--- config.mk ---
export PLATFORM = sky130hd
export DESIGN_NAME = salsa20_stream_cipher_top
export DESIGN_NICKNAME = d
export VERILOG_FILES = /design/src/hw/rtl/slsa_pkg.sv /design/src/hw/rtl/slsa_lane_unit.sv /design/src/hw/rtl/slsa_core.sv /design/src/hw/rtl/salsa20_stream_cipher_top.sv
export SDC_FILE = /design/constraint.sdc
export NUM_CORES = 2
export LEC_CHECK = 0
export ABC_AREA = 1
export BUFFER_PORTS_ARGS = -buffer_cell sky130_fd_sc_hd__buf_2
export CORE_AREA = 10 10 529 531
export CTS_CLUSTER_SIZE = 30
export DETAILED_ROUTE_END_ITERATION = 8
export DIE_AREA = 0 0 539 541
export PLACE_DENSITY = 0.57
export SYNTH_ARGS = -nofsm -noshare
export SYNTH_HDL_FRONTEND = slang
export SYNTH_HIERARCHICAL = 1
export SYNTH_SLANG_ARGS = --single-unit
--- constraint.sdc ---
create_clock -name aclk -period 25.1 [get_ports aclk]
set_input_delay 1.255 -clock aclk [delete_from_list [all_inputs] [get_ports aclk]]
set_output_delay 1.255 -clock aclk [all_outputs]
set_load 0.01 [all_outputs]
--- src/hw/rtl/slsa_pkg.sv ---
package slsa_pkg;

    typedef logic [31:0] word_t;
    typedef word_t [15:0] mat_t;
    typedef word_t [3:0]  lane_vec_t;

    // "expand 32-byte k"
    localparam word_t SIGMA0 = 32'h6170_7865;
    localparam word_t SIGMA1 = 32'h3320_646e;
    localparam word_t SIGMA2 = 32'h7962_2d32;
    localparam word_t SIGMA3 = 32'h6b20_6574;

    localparam int unsigned ROT0 = 7;
    localparam int unsigned ROT1 = 9;
    localparam int unsigned ROT2 = 13;
    localparam int unsigned ROT3 = 18;

    localparam int unsigned NUM_REGS = 5;
    localparam logic [2:0] REG_KEY0  = 3'd0;
    localparam logic [2:0] REG_KEY1  = 3'd1;
    localparam logic [2:0] REG_KEY2  = 3'd2;
    localparam logic [2:0] REG_KEY3  = 3'd3;
    localparam logic [2:0] REG_NONCE = 3'd4;

    // Lane form: slot = lane*4 + pos, lane tuple is (a, b, c, d) of a quarter-round.
    // Matrix word held at each slot in column-round form.
    localparam logic [3:0] COL_X [16] = '{
        4'd0,  4'd4,  4'd8,  4'd12,
        4'd5,  4'd9,  4'd13, 4'd1,
        4'd10, 4'd14, 4'd2,  4'd6,
        4'd15, 4'd3,  4'd7,  4'd11
    };
    // Matrix word held at each slot in row-round form.
    localparam logic [3:0] ROW_X [16] = '{
        4'd0,  4'd1,  4'd2,  4'd3,
        4'd5,  4'd6,  4'd7,  4'd4,
        4'd10, 4'd11, 4'd8,  4'd9,
        4'd15, 4'd12, 4'd13, 4'd14
    };
    // Slot of each matrix word in column form.
    localparam logic [3:0] COL_POS [16] = '{
        4'd0,  4'd7,  4'd10, 4'd13,
        4'd1,  4'd4,  4'd11, 4'd14,
        4'd2,  4'd5,  4'd8,  4'd15,
        4'd3,  4'd6,  4'd9,  4'd12
    };
    // Slot of each matrix word in row form.
    localparam logic [3:0] ROW_POS [16] = '{
        4'd0,  4'd1,  4'd2,  4'd3,
        4'd7,  4'd4,  4'd5,  4'd6,
        4'd10, 4'd11, 4'd8,  4'd9,
        4'd13, 4'd14, 4'd15, 4'd12
    };

    typedef struct packed {
        logic       ff;     // feed-forward add only
        logic [1:0] step;   // quarter-round step, picks rotate amount
    } lane_ctl_t;

    typedef struct packed {
        logic busy;
        logic done;
    } core_stat_t;

    function automatic word_t rotl(word_t v, int unsigned d);
        return (v << d) | (v >> (32 - d));
    endfunction

endpackage

--- src/hw/rtl/slsa_lane_unit.sv ---
module slsa_lane_unit (
    input  slsa_pkg::lane_ctl_t ctl,
    input  slsa_pkg::lane_vec_t op_a,
    input  slsa_pkg::lane_vec_t op_b,
    input  slsa_pkg::lane_vec_t op_x,
    output slsa_pkg::lane_vec_t res
);
    import slsa_pkg::*;

    lane_vec_t sum;
    lane_vec_t rot;

    always_comb begin
        for (int l = 0; l < 4; l++) begin
            sum[l] = op_a[l] + op_b[l];
            case (ctl.step)
                2'd0:    rot[l] = rotl(sum[l], ROT0);
                2'd1:    rot[l] = rotl(sum[l], ROT1);
                2'd2:    rot[l] = rotl(sum[l], ROT2);
                default: rot[l] = rotl(sum[l], ROT3);
            endcase
            res[l] = ctl.ff ? sum[l] : (op_x[l] ^ rot[l]);
        end
    end

endmodule

--- src/hw/rtl/slsa_core.sv ---
module slsa_core #(
    parameter int DOUBLE_ROUNDS = 10
) (
    input  logic                 aclk,
    input  logic                 aresetn,
    input  logic                 start,
    input  slsa_pkg::mat_t       in_mat,
    input  logic [3:0]           rd_idx,
    output slsa_pkg::word_t      rd_word,
    output slsa_pkg::core_stat_t stat
);
    import slsa_pkg::*;

    localparam int HALF_ROUNDS = 2 * DOUBLE_ROUNDS;
    localparam int HW = $clog2(HALF_ROUNDS);
    localparam logic [HW-1:0] LAST_HALF = HW'(HALF_ROUNDS - 1);

    typedef enum logic [2:0] {
        C_IDLE  = 3'b001,
        C_ROUND = 3'b010,
        C_FF    = 3'b100
    } cstate_t;

    cstate_t        state_reg, state_next;
    logic [1:0]     step_reg, step_next;
    logic [HW-1:0]  half_reg, half_next;
    logic           done_reg, done_next;
    mat_t           w_reg, w_next;
    mat_t           ks_reg;
    mat_t           rot_t;

    lane_ctl_t      ctl;
    lane_vec_t      op_a, op_b, op_x, res;

    assign ctl.ff   = (state_reg == C_FF);
    assign ctl.step = step_reg;

    always_comb begin
        for (int l = 0; l < 4; l++) begin
            op_a[l] = w_reg[4*l];
            op_x[l] = w_reg[4*l + 1];
            op_b[l] = ctl.ff ? in_mat[COL_X[{2'(l), step_reg}]] : w_reg[4*l + 3];
        end
    end

    slsa_lane_unit u_lane (
        .ctl  (ctl),
        .op_a (op_a),
        .op_b (op_b),
        .op_x (op_x),
        .res  (res)
    );

    // each lane tuple shifts by one so the unit always reads fixed slots
    always_comb begin
        for (int l = 0; l < 4; l++) begin
            rot_t[4*l]     = ctl.ff ? w_reg[4*l + 1] : res[l];
            rot_t[4*l + 1] = w_reg[4*l + 2];
            rot_t[4*l + 2] = w_reg[4*l + 3];
            rot_t[4*l + 3] = w_reg[4*l];
        end
    end

    always_comb begin
        state_next = state_reg;
        step_next  = step_reg;
        half_next  = half_reg;
        done_next  = 1'b0;
        w_next     = w_reg;
        case (state_reg)
            C_IDLE: begin
                if (start) begin
                    for (int f = 0; f < 16; f++) w_next[f] = in_mat[COL_X[f]];
                    step_next  = 2'd0;
                    half_next  = '0;
                    state_next = C_ROUND;
                end
            end
            C_ROUND: begin
                step_next = step_reg + 2'd1;
                w_next    = rot_t;
                if (step_reg == 2'd3) begin
                    // regroup lanes for the other round direction
                    for (int f = 0; f < 16; f++) begin
                        if (!half_reg[0]) w_next[f] = rot_t[COL_POS[ROW_X[f]]];
                        else              w_next[f] = rot_t[ROW_POS[COL_X[f]]];
                    end
                    if (half_reg == LAST_HALF) state_next = C_FF;
                    else                       half_next  = half_reg + HW'(1);
                end
            end
            C_FF: begin
                step_next = step_reg + 2'd1;
                w_next    = rot_t;
                if (step_reg == 2'd3) begin
                    state_next = C_IDLE;
                    done_next  = 1'b1;
                end
            end
            default: state_next = C_IDLE;
        endcase
    end

    always_ff @(posedge aclk) begin
        if (!aresetn) begin
            state_reg <= C_IDLE;
            step_reg  <= 2'd0;
            half_reg  <= '0;
            done_reg  <= 1'b0;
            ks_reg    <= '0;
        end else begin
            state_reg <= state_next;
            step_reg  <= step_next;
            half_reg  <= half_next;
            done_reg  <= done_next;
            if (state_reg == C_FF) begin
                for (int x = 0; x < 16; x++) begin
                    if (COL_POS[x][1:0] == step_reg) ks_reg[x] <= res[COL_POS[x][3:2]];
                end
            end
        end
    end

    always_ff @(posedge aclk) begin
        w_reg <= w_next;
    end

    assign rd_word   = ks_reg[rd_idx];
    assign stat.busy = (state_reg != C_IDLE);
    assign stat.done = done_reg;

endmodule

--- src/hw/rtl/salsa20_stream_cipher_top.sv ---
// Salsa20 stream cipher, one byte per word.
// Input channel s_*: tdata carries the byte to encrypt or decrypt, tuser marks
// the first byte of a message (block counter and byte position restart at 0).
// Output channel m_*: tdata is the input byte XOR the next keystream byte,
// one output word per input word, in order.
// Config channel cfg_*: always ready; index 0..3 write key words (pairs),
// index 4 the nonce, higher indexes are dropped. Write only while idle.
// When the keystream block is already on hand, an accepted byte goes through
// ST_EMIT into the output register. A new block is first generated in the
// core (ST_LOAD, ST_GEN): the 4-lane add/rotate/xor unit runs one
// quarter-round step per cycle, then the feed-forward adds of the input matrix.
// A byte is accepted only while idle, so the next byte waits until the current
// one is emitted; a fresh block is needed every 64 bytes.
// Reset clears key, nonce, counter and position; the first byte after reset
// uses block 0. The output word sits in a register; while m_tready is low the
// next input word is still accepted and its keystream block generated, but it
// is not emitted until the held word is taken.
module salsa20_stream_cipher_top #(
    parameter int DOUBLE_ROUNDS = 10
) (
    input  logic        aclk,
    input  logic        aresetn,
    input  logic        s_tvalid,
    output logic        s_tready,
    input  logic [7:0]  s_tdata,   // [7:0] data_in
    input  logic        s_tuser,   // [0] message_start
    output logic        m_tvalid,
    input  logic        m_tready,
    output logic [7:0]  m_tdata,   // [7:0] data_out
    input  logic        cfg_valid,
    output logic        cfg_ready,
    input  logic [2:0]  cfg_index,
    input  logic [63:0] cfg_data
);
    import slsa_pkg::*;

    typedef enum logic [3:0] {
        ST_IDLE = 4'b0001,
        ST_LOAD = 4'b0010,
        ST_GEN  = 4'b0100,
        ST_EMIT = 4'b1000
    } state_t;

    state_t      state_reg, state_next;
    logic [63:0] key0_reg, key1_reg, key2_reg, key3_reg, nonce_reg;
    logic [63:0] cnt_reg, cnt_next;
    logic [5:0]  pos_reg, pos_next;
    logic        blk_ok_reg, blk_ok_next;
    logic [7:0]  data_reg, data_next;
    logic        m_tvalid_reg, m_tvalid_next;
    logic [7:0]  m_tdata_reg, m_tdata_next;

    mat_t        in_mat;
    word_t       ks_word;
    logic [31:0] ks_shift;
    core_stat_t  cstat;
    logic        core_start;
    logic        s_fire, emit_fire;

    assign in_mat[0]  = SIGMA0;
    assign in_mat[1]  = key0_reg[31:0];
    assign in_mat[2]  = key0_reg[63:32];
    assign in_mat[3]  = key1_reg[31:0];
    assign in_mat[4]  = key1_reg[63:32];
    assign in_mat[5]  = SIGMA1;
    assign in_mat[6]  = nonce_reg[31:0];
    assign in_mat[7]  = nonce_reg[63:32];
    assign in_mat[8]  = cnt_reg[31:0];
    assign in_mat[9]  = cnt_reg[63:32];
    assign in_mat[10] = SIGMA2;
    assign in_mat[11] = key2_reg[31:0];
    assign in_mat[12] = key2_reg[63:32];
    assign in_mat[13] = key3_reg[31:0];
    assign in_mat[14] = key3_reg[63:32];
    assign in_mat[15] = SIGMA3;

    assign core_start = (state_reg == ST_LOAD);

    slsa_core #(
        .DOUBLE_ROUNDS (DOUBLE_ROUNDS)
    ) u_core (
        .aclk    (aclk),
        .aresetn (aresetn),
        .start   (core_start),
        .in_mat  (in_mat),
        .rd_idx  (pos_reg[5:2]),
        .rd_word (ks_word),
        .stat    (cstat)
    );

    assign s_tready  = (state_reg == ST_IDLE);
    assign s_fire    = s_tvalid && s_tready;
    assign emit_fire = (state_reg == ST_EMIT) && (!m_tvalid_reg || m_tready);
    assign ks_shift  = ks_word >> {pos_reg[1:0], 3'b000};

    always_comb begin
        state_next    = state_reg;
        cnt_next      = cnt_reg;
        pos_next      = pos_reg;
        blk_ok_next   = blk_ok_reg;
        data_next     = data_reg;
        m_tdata_next  = m_tdata_reg;
        m_tvalid_next = m_tvalid_reg && !m_tready;
        case (state_reg)
            ST_IDLE: begin
                if (s_fire) begin
                    data_next = s_tdata;
                    if (s_tuser) begin
                        cnt_next    = '0;
                        pos_next    = '0;
                        blk_ok_next = 1'b0;
                    end
                    state_next = (s_tuser || !blk_ok_reg) ? ST_LOAD : ST_EMIT;
                end
            end
            ST_LOAD: state_next = ST_GEN;
            ST_GEN: begin
                if (cstat.done) begin
                    blk_ok_next = 1'b1;
                    state_next  = ST_EMIT;
                end
            end
            ST_EMIT: begin
                if (emit_fire) begin
                    m_tdata_next  = data_reg ^ ks_shift[7:0];
                    m_tvalid_next = 1'b1;
                    pos_next      = pos_reg + 6'd1;
                    if (pos_reg == 6'd63) begin
                        // block used up, next byte needs a fresh one
                        cnt_next    = cnt_reg + 64'd1;
                        blk_ok_next = 1'b0;
                    end
                    state_next = ST_IDLE;
                end
            end
            default: state_next = ST_IDLE;
        endcase
    end

    always_ff @(posedge aclk) begin
        if (!aresetn) begin
            state_reg    <= ST_IDLE;
            cnt_reg      <= '0;
            pos_reg      <= '0;
            blk_ok_reg   <= 1'b0;
            m_tvalid_reg <= 1'b0;
            key0_reg     <= '0;
            key1_reg     <= '0;
            key2_reg     <= '0;
            key3_reg     <= '0;
            nonce_reg    <= '0;
        end else begin
            state_reg    <= state_next;
            cnt_reg      <= cnt_next;
            pos_reg      <= pos_next;
            blk_ok_reg   <= blk_ok_next;
            m_tvalid_reg <= m_tvalid_next;
            if (cfg_valid) begin
                case (cfg_index)
                    REG_KEY0:  key0_reg  <= cfg_data;
                    REG_KEY1:  key1_reg  <= cfg_data;
                    REG_KEY2:  key2_reg  <= cfg_data;
                    REG_KEY3:  key3_reg  <= cfg_data;
                    REG_NONCE: nonce_reg <= cfg_data;
                    default: ;
                endcase
            end
        end
    end

    always_ff @(posedge aclk) begin
        data_reg    <= data_next;
        m_tdata_reg <= m_tdata_next;
    end

    assign cfg_ready = 1'b1;
    assign m_tvalid  = m_tvalid_reg;
    assign m_tdata   = m_tdata_reg;

endmodule
==> impl_metrics.toml <==
[sta]
timing.fmax_ghz = 0.133
worst_pin_slew_ns = 1.50
skew_ns = 0.0534
finalSetupViolations = 0
rsz0062_at_grt = "false"
maxSlewViolCount = 1
hold_viol_final = 0
layout_worst_path_cycle_share = 0.299
fin_ws_ns = 17.60
slew_headroom = -0.00432
finalSetupTns_ns = 0
fin_crit_ns = 7.50

[cts]
root_buffer = "clkbuf_16"
path_clk_slew_ns = 0.06
cts_tree = "built"
cts_max_level = 4
clock-sinks = 1447
numCtsBuffers = 169
post_cts_resized = 0
post_cts_buffers = 0
hold_buffers = 0
clock_path_buffers = 3
clk_latency_ns = 0.88

[worst_setup_path]
path_max_fanout = 185
crit_arrival_ns = 8.21
crit_family = "compound AO/OA/AOI/OAI gates"
critPathRequiredTime_ns = 25.81
startpoint = "u_core/state_reg[1]"
worst-path-buf-inv = 5
cp_cell_sequence = "nor2_1, nand2_8, inv_16, buf_4, buf_4, nor2_1, a31oi_1, ha_1, nand2_1, nand2_1, inv_1, nand2_1, inv_1, nand2_1, a21oi_1, nand2_1, nand2_1, nand2_1, nand2_1, nand2_1, xor2_1, o21ai_0, o21ai_0, a21oi_1"
cp_common_cell = "nand2_1"
cp_slowest_cell = "a31oi_1"
reg2reg_from = "u_core/state_reg[1]"
worstSetupPathType = "flip-flop to flip-flop"
endpoint_kind = "flip-flop"
critPathLaunchType = "flip-flop"
max_stage_delay_ns = 1.09

[detailed_routing]
drtIter0Drc = 12800
drt_wl_total_um = 463000
num_vias = 93200
routedWlPerCell_um = 28.1
viasPerCell = 5.65
first_pass_iters = 9
ant_nets = 0
drc = 2

[placed_design]
placed_area_um2 = 92000
post-place-cells = 16200
dpl.hpwl_um = 336000
gp_congestion = 1.07
port_buffers = 90
pre_cts_slack_ns = 18.02

[floorplanning]
fp.dieW_um = 539
rows = 191
start_util = 0.328
die-area_um2 = 292000
die_h_um = 541
coreArea_um2 = 270000
io_pins = 92

[power]
seq_power_share = 0.316
p_sw_uw = 4490
ir_worst_vdd_mv = 0.0908
p_sw_frac = 0.473
powerDensity_nw_per_um2 = 97.2
p_int_uw = 5010
combPwrFrac = 0.412
p_total_uw = 9500
pwr-share-clk = 0.271
p_leak_uw = 0.0382

[outcome]
violations = "DRC, capacitance limit, slew limit"
status = "finished, violations left"

[hold_path]
hp-start = "key3_reg[36]"
hold_class = "flip-flop to flip-flop"

[yosys]
post_synth_num_cell_types = 52
ys_warn_count = 6
syn-instance-count = 12900
synth_seq_cells = 1447
syn_area_per_cell_um2 = 6.82
synth_top_family_by_area = "simple AND/OR/NAND/NOR gates"
synthAdderAreaFrac = 0.0196
synth.yosys.seq_area_share = 0.388
synthSimpleGateAreaFrac = 0.266
synth_xor_area_frac = 0.00664
synth-compound-area-share = 0.207
muxShareOfSynthArea = 0
syn_area_um2 = 88300

[global_route]
antenna_found_initial = 90
grt_pass1_wl_um = 641000
grt_pass1_vias = 83700
grt_max_degree = 209
grtUsageTotal = 0.300
grt_overflow_total = 0

[final_layout]
drive_above_1_share = 0.0510
fin_cells = 16500
nNetsFinal = 13000
largest_reg_flops = 512
area_delta_synth_final_pct = 10.7
final_area_um2 = 97800

[run]
max-cap-violations = 1
[through the flow]
| step | hold WS (ns) | util |
|---|---|---|
| finish | 0.446 | 0.363 |
| global route | 0.458 | 0.362 |
| CTS | 0.446 | 0.362 |
| detailed placement | 0.437 | 0.341 |
| global placement | 0.432 | 0.341 |
| floorplan | 0.424 | - |
[area by class of cell]
class / count / area, µm²
Clock buffer: 260 / 5090
Antenna cell: 22 / 55.1
Sequential cell: 1447 / 34300
Fill cell: 29400 / 172000
Timing Repair Buffer: 245 / 1770
Multi-Input combinational cell: 9243 / 45200
Inverter: 1658 / 6270
Tap cell: 3570 / 4470
Clock inverter: 54 / 604
[power groups by stage]
stage	registers, µW	logic (µW)	clock network [µW]
final	3000	3920	2580
after global routing	3000	4060	2690
after detailed placement	3020	3720	0
after global placement	3030	3730	0
after floorplan	2940	2050	0
after CTS	2980	3730	2600
[layer usage]
layer,GRT usage,vias to the layer above,share of wire
met4,0.168,40,0.066
met1,0.381,44200,0.39
li1,-,42700,-
met3,0.0955,1079,0.12
met2,0.448,5183,0.42
met5,0,-,0.00060
[worst min-delay path, stage by stage (launching register included)]
cell	delay, ns
dfxtp_1	0.30
inv_1	0.05
a21oi_1	0.05
[worst paths after layout]
check / end / slack [ns] / depth (start not counted)
min: key3_reg[36] / 0.45 / 2
max reg2reg: u_core/op_a[45] / 17.60 / 24
min reg2reg: key3_reg[36] / 0.45 / 2
max: u_core/op_a[45] / 17.60 / 24
[Yosys cell counts, drive strengths merged]
cell type  instances  share of area
a221oi             2        0.00020
nor2            1186          0.052
xnor2             16         0.0016
o21ai           1189          0.068
nor4               3        0.00028
a21oi           1143          0.065
nand3           1181          0.067
ha               132          0.019
dfxtp            919           0.21
nand2           2976           0.13
or2               17         0.0012
edfxtp           528           0.18
clkinv             3        0.00013
nor2b              1       0.000071
xor2              45         0.0051
nor3              42         0.0025
a21o               5        0.00043
inv             1655          0.070
nand4            144          0.010
a21boi             1       0.000085
o21bai            18         0.0015
o22ai             70         0.0050
and2              22         0.0016
o221ai           319          0.032
o211ai           316          0.027
nand3b            39         0.0033
nor3b              1       0.000085
conb               2       0.000085
fa                 4        0.00091
o2111ai            1       0.000099
buf              427          0.025
a31oi            118         0.0084
clkbuf           422          0.018
[logic make-up (layout without fill, tap and decap cells)]
group	count (synthesis)	count (layout)
adders and majority gates	136	136
DFF	1447	1447
and+or+nand+nor	5612	5612
buffers and inverters	2507	2217
xor gates and xnor gates	61	61
AOI/OAI and AO/OA	3182	3182
other	2	274
[layout by cell type (no fill, tap or decap), types with 25 or more instances in the layout]
cell	synthesis	final
o21ai_0	1152	1148
nand3b_1	39	39
edfxtp_1	528	528
nand2_1	2940	2933
o21ai_1	33	37
nor2_2	27	25
xor2_1	38	38
o221ai_1	319	319
o22ai_1	70	70
o211ai_1	316	316
buf_4	14	143
ha_1	132	127
clkbuf_8	0	39
a21oi_1	1143	1143
clkbuf_1	422	46
inv_1	1635	1633
nand4_1	144	144
conb_1	2	252
dfxtp_1	919	913
a31oi_1	118	116
nand3_1	1171	1169
nand2_2	34	32
buf_2	336	89
clkbuf_16	0	175
nor3_1	40	38
nor2_1	1154	1152
(Power assumes the default switching activity.)
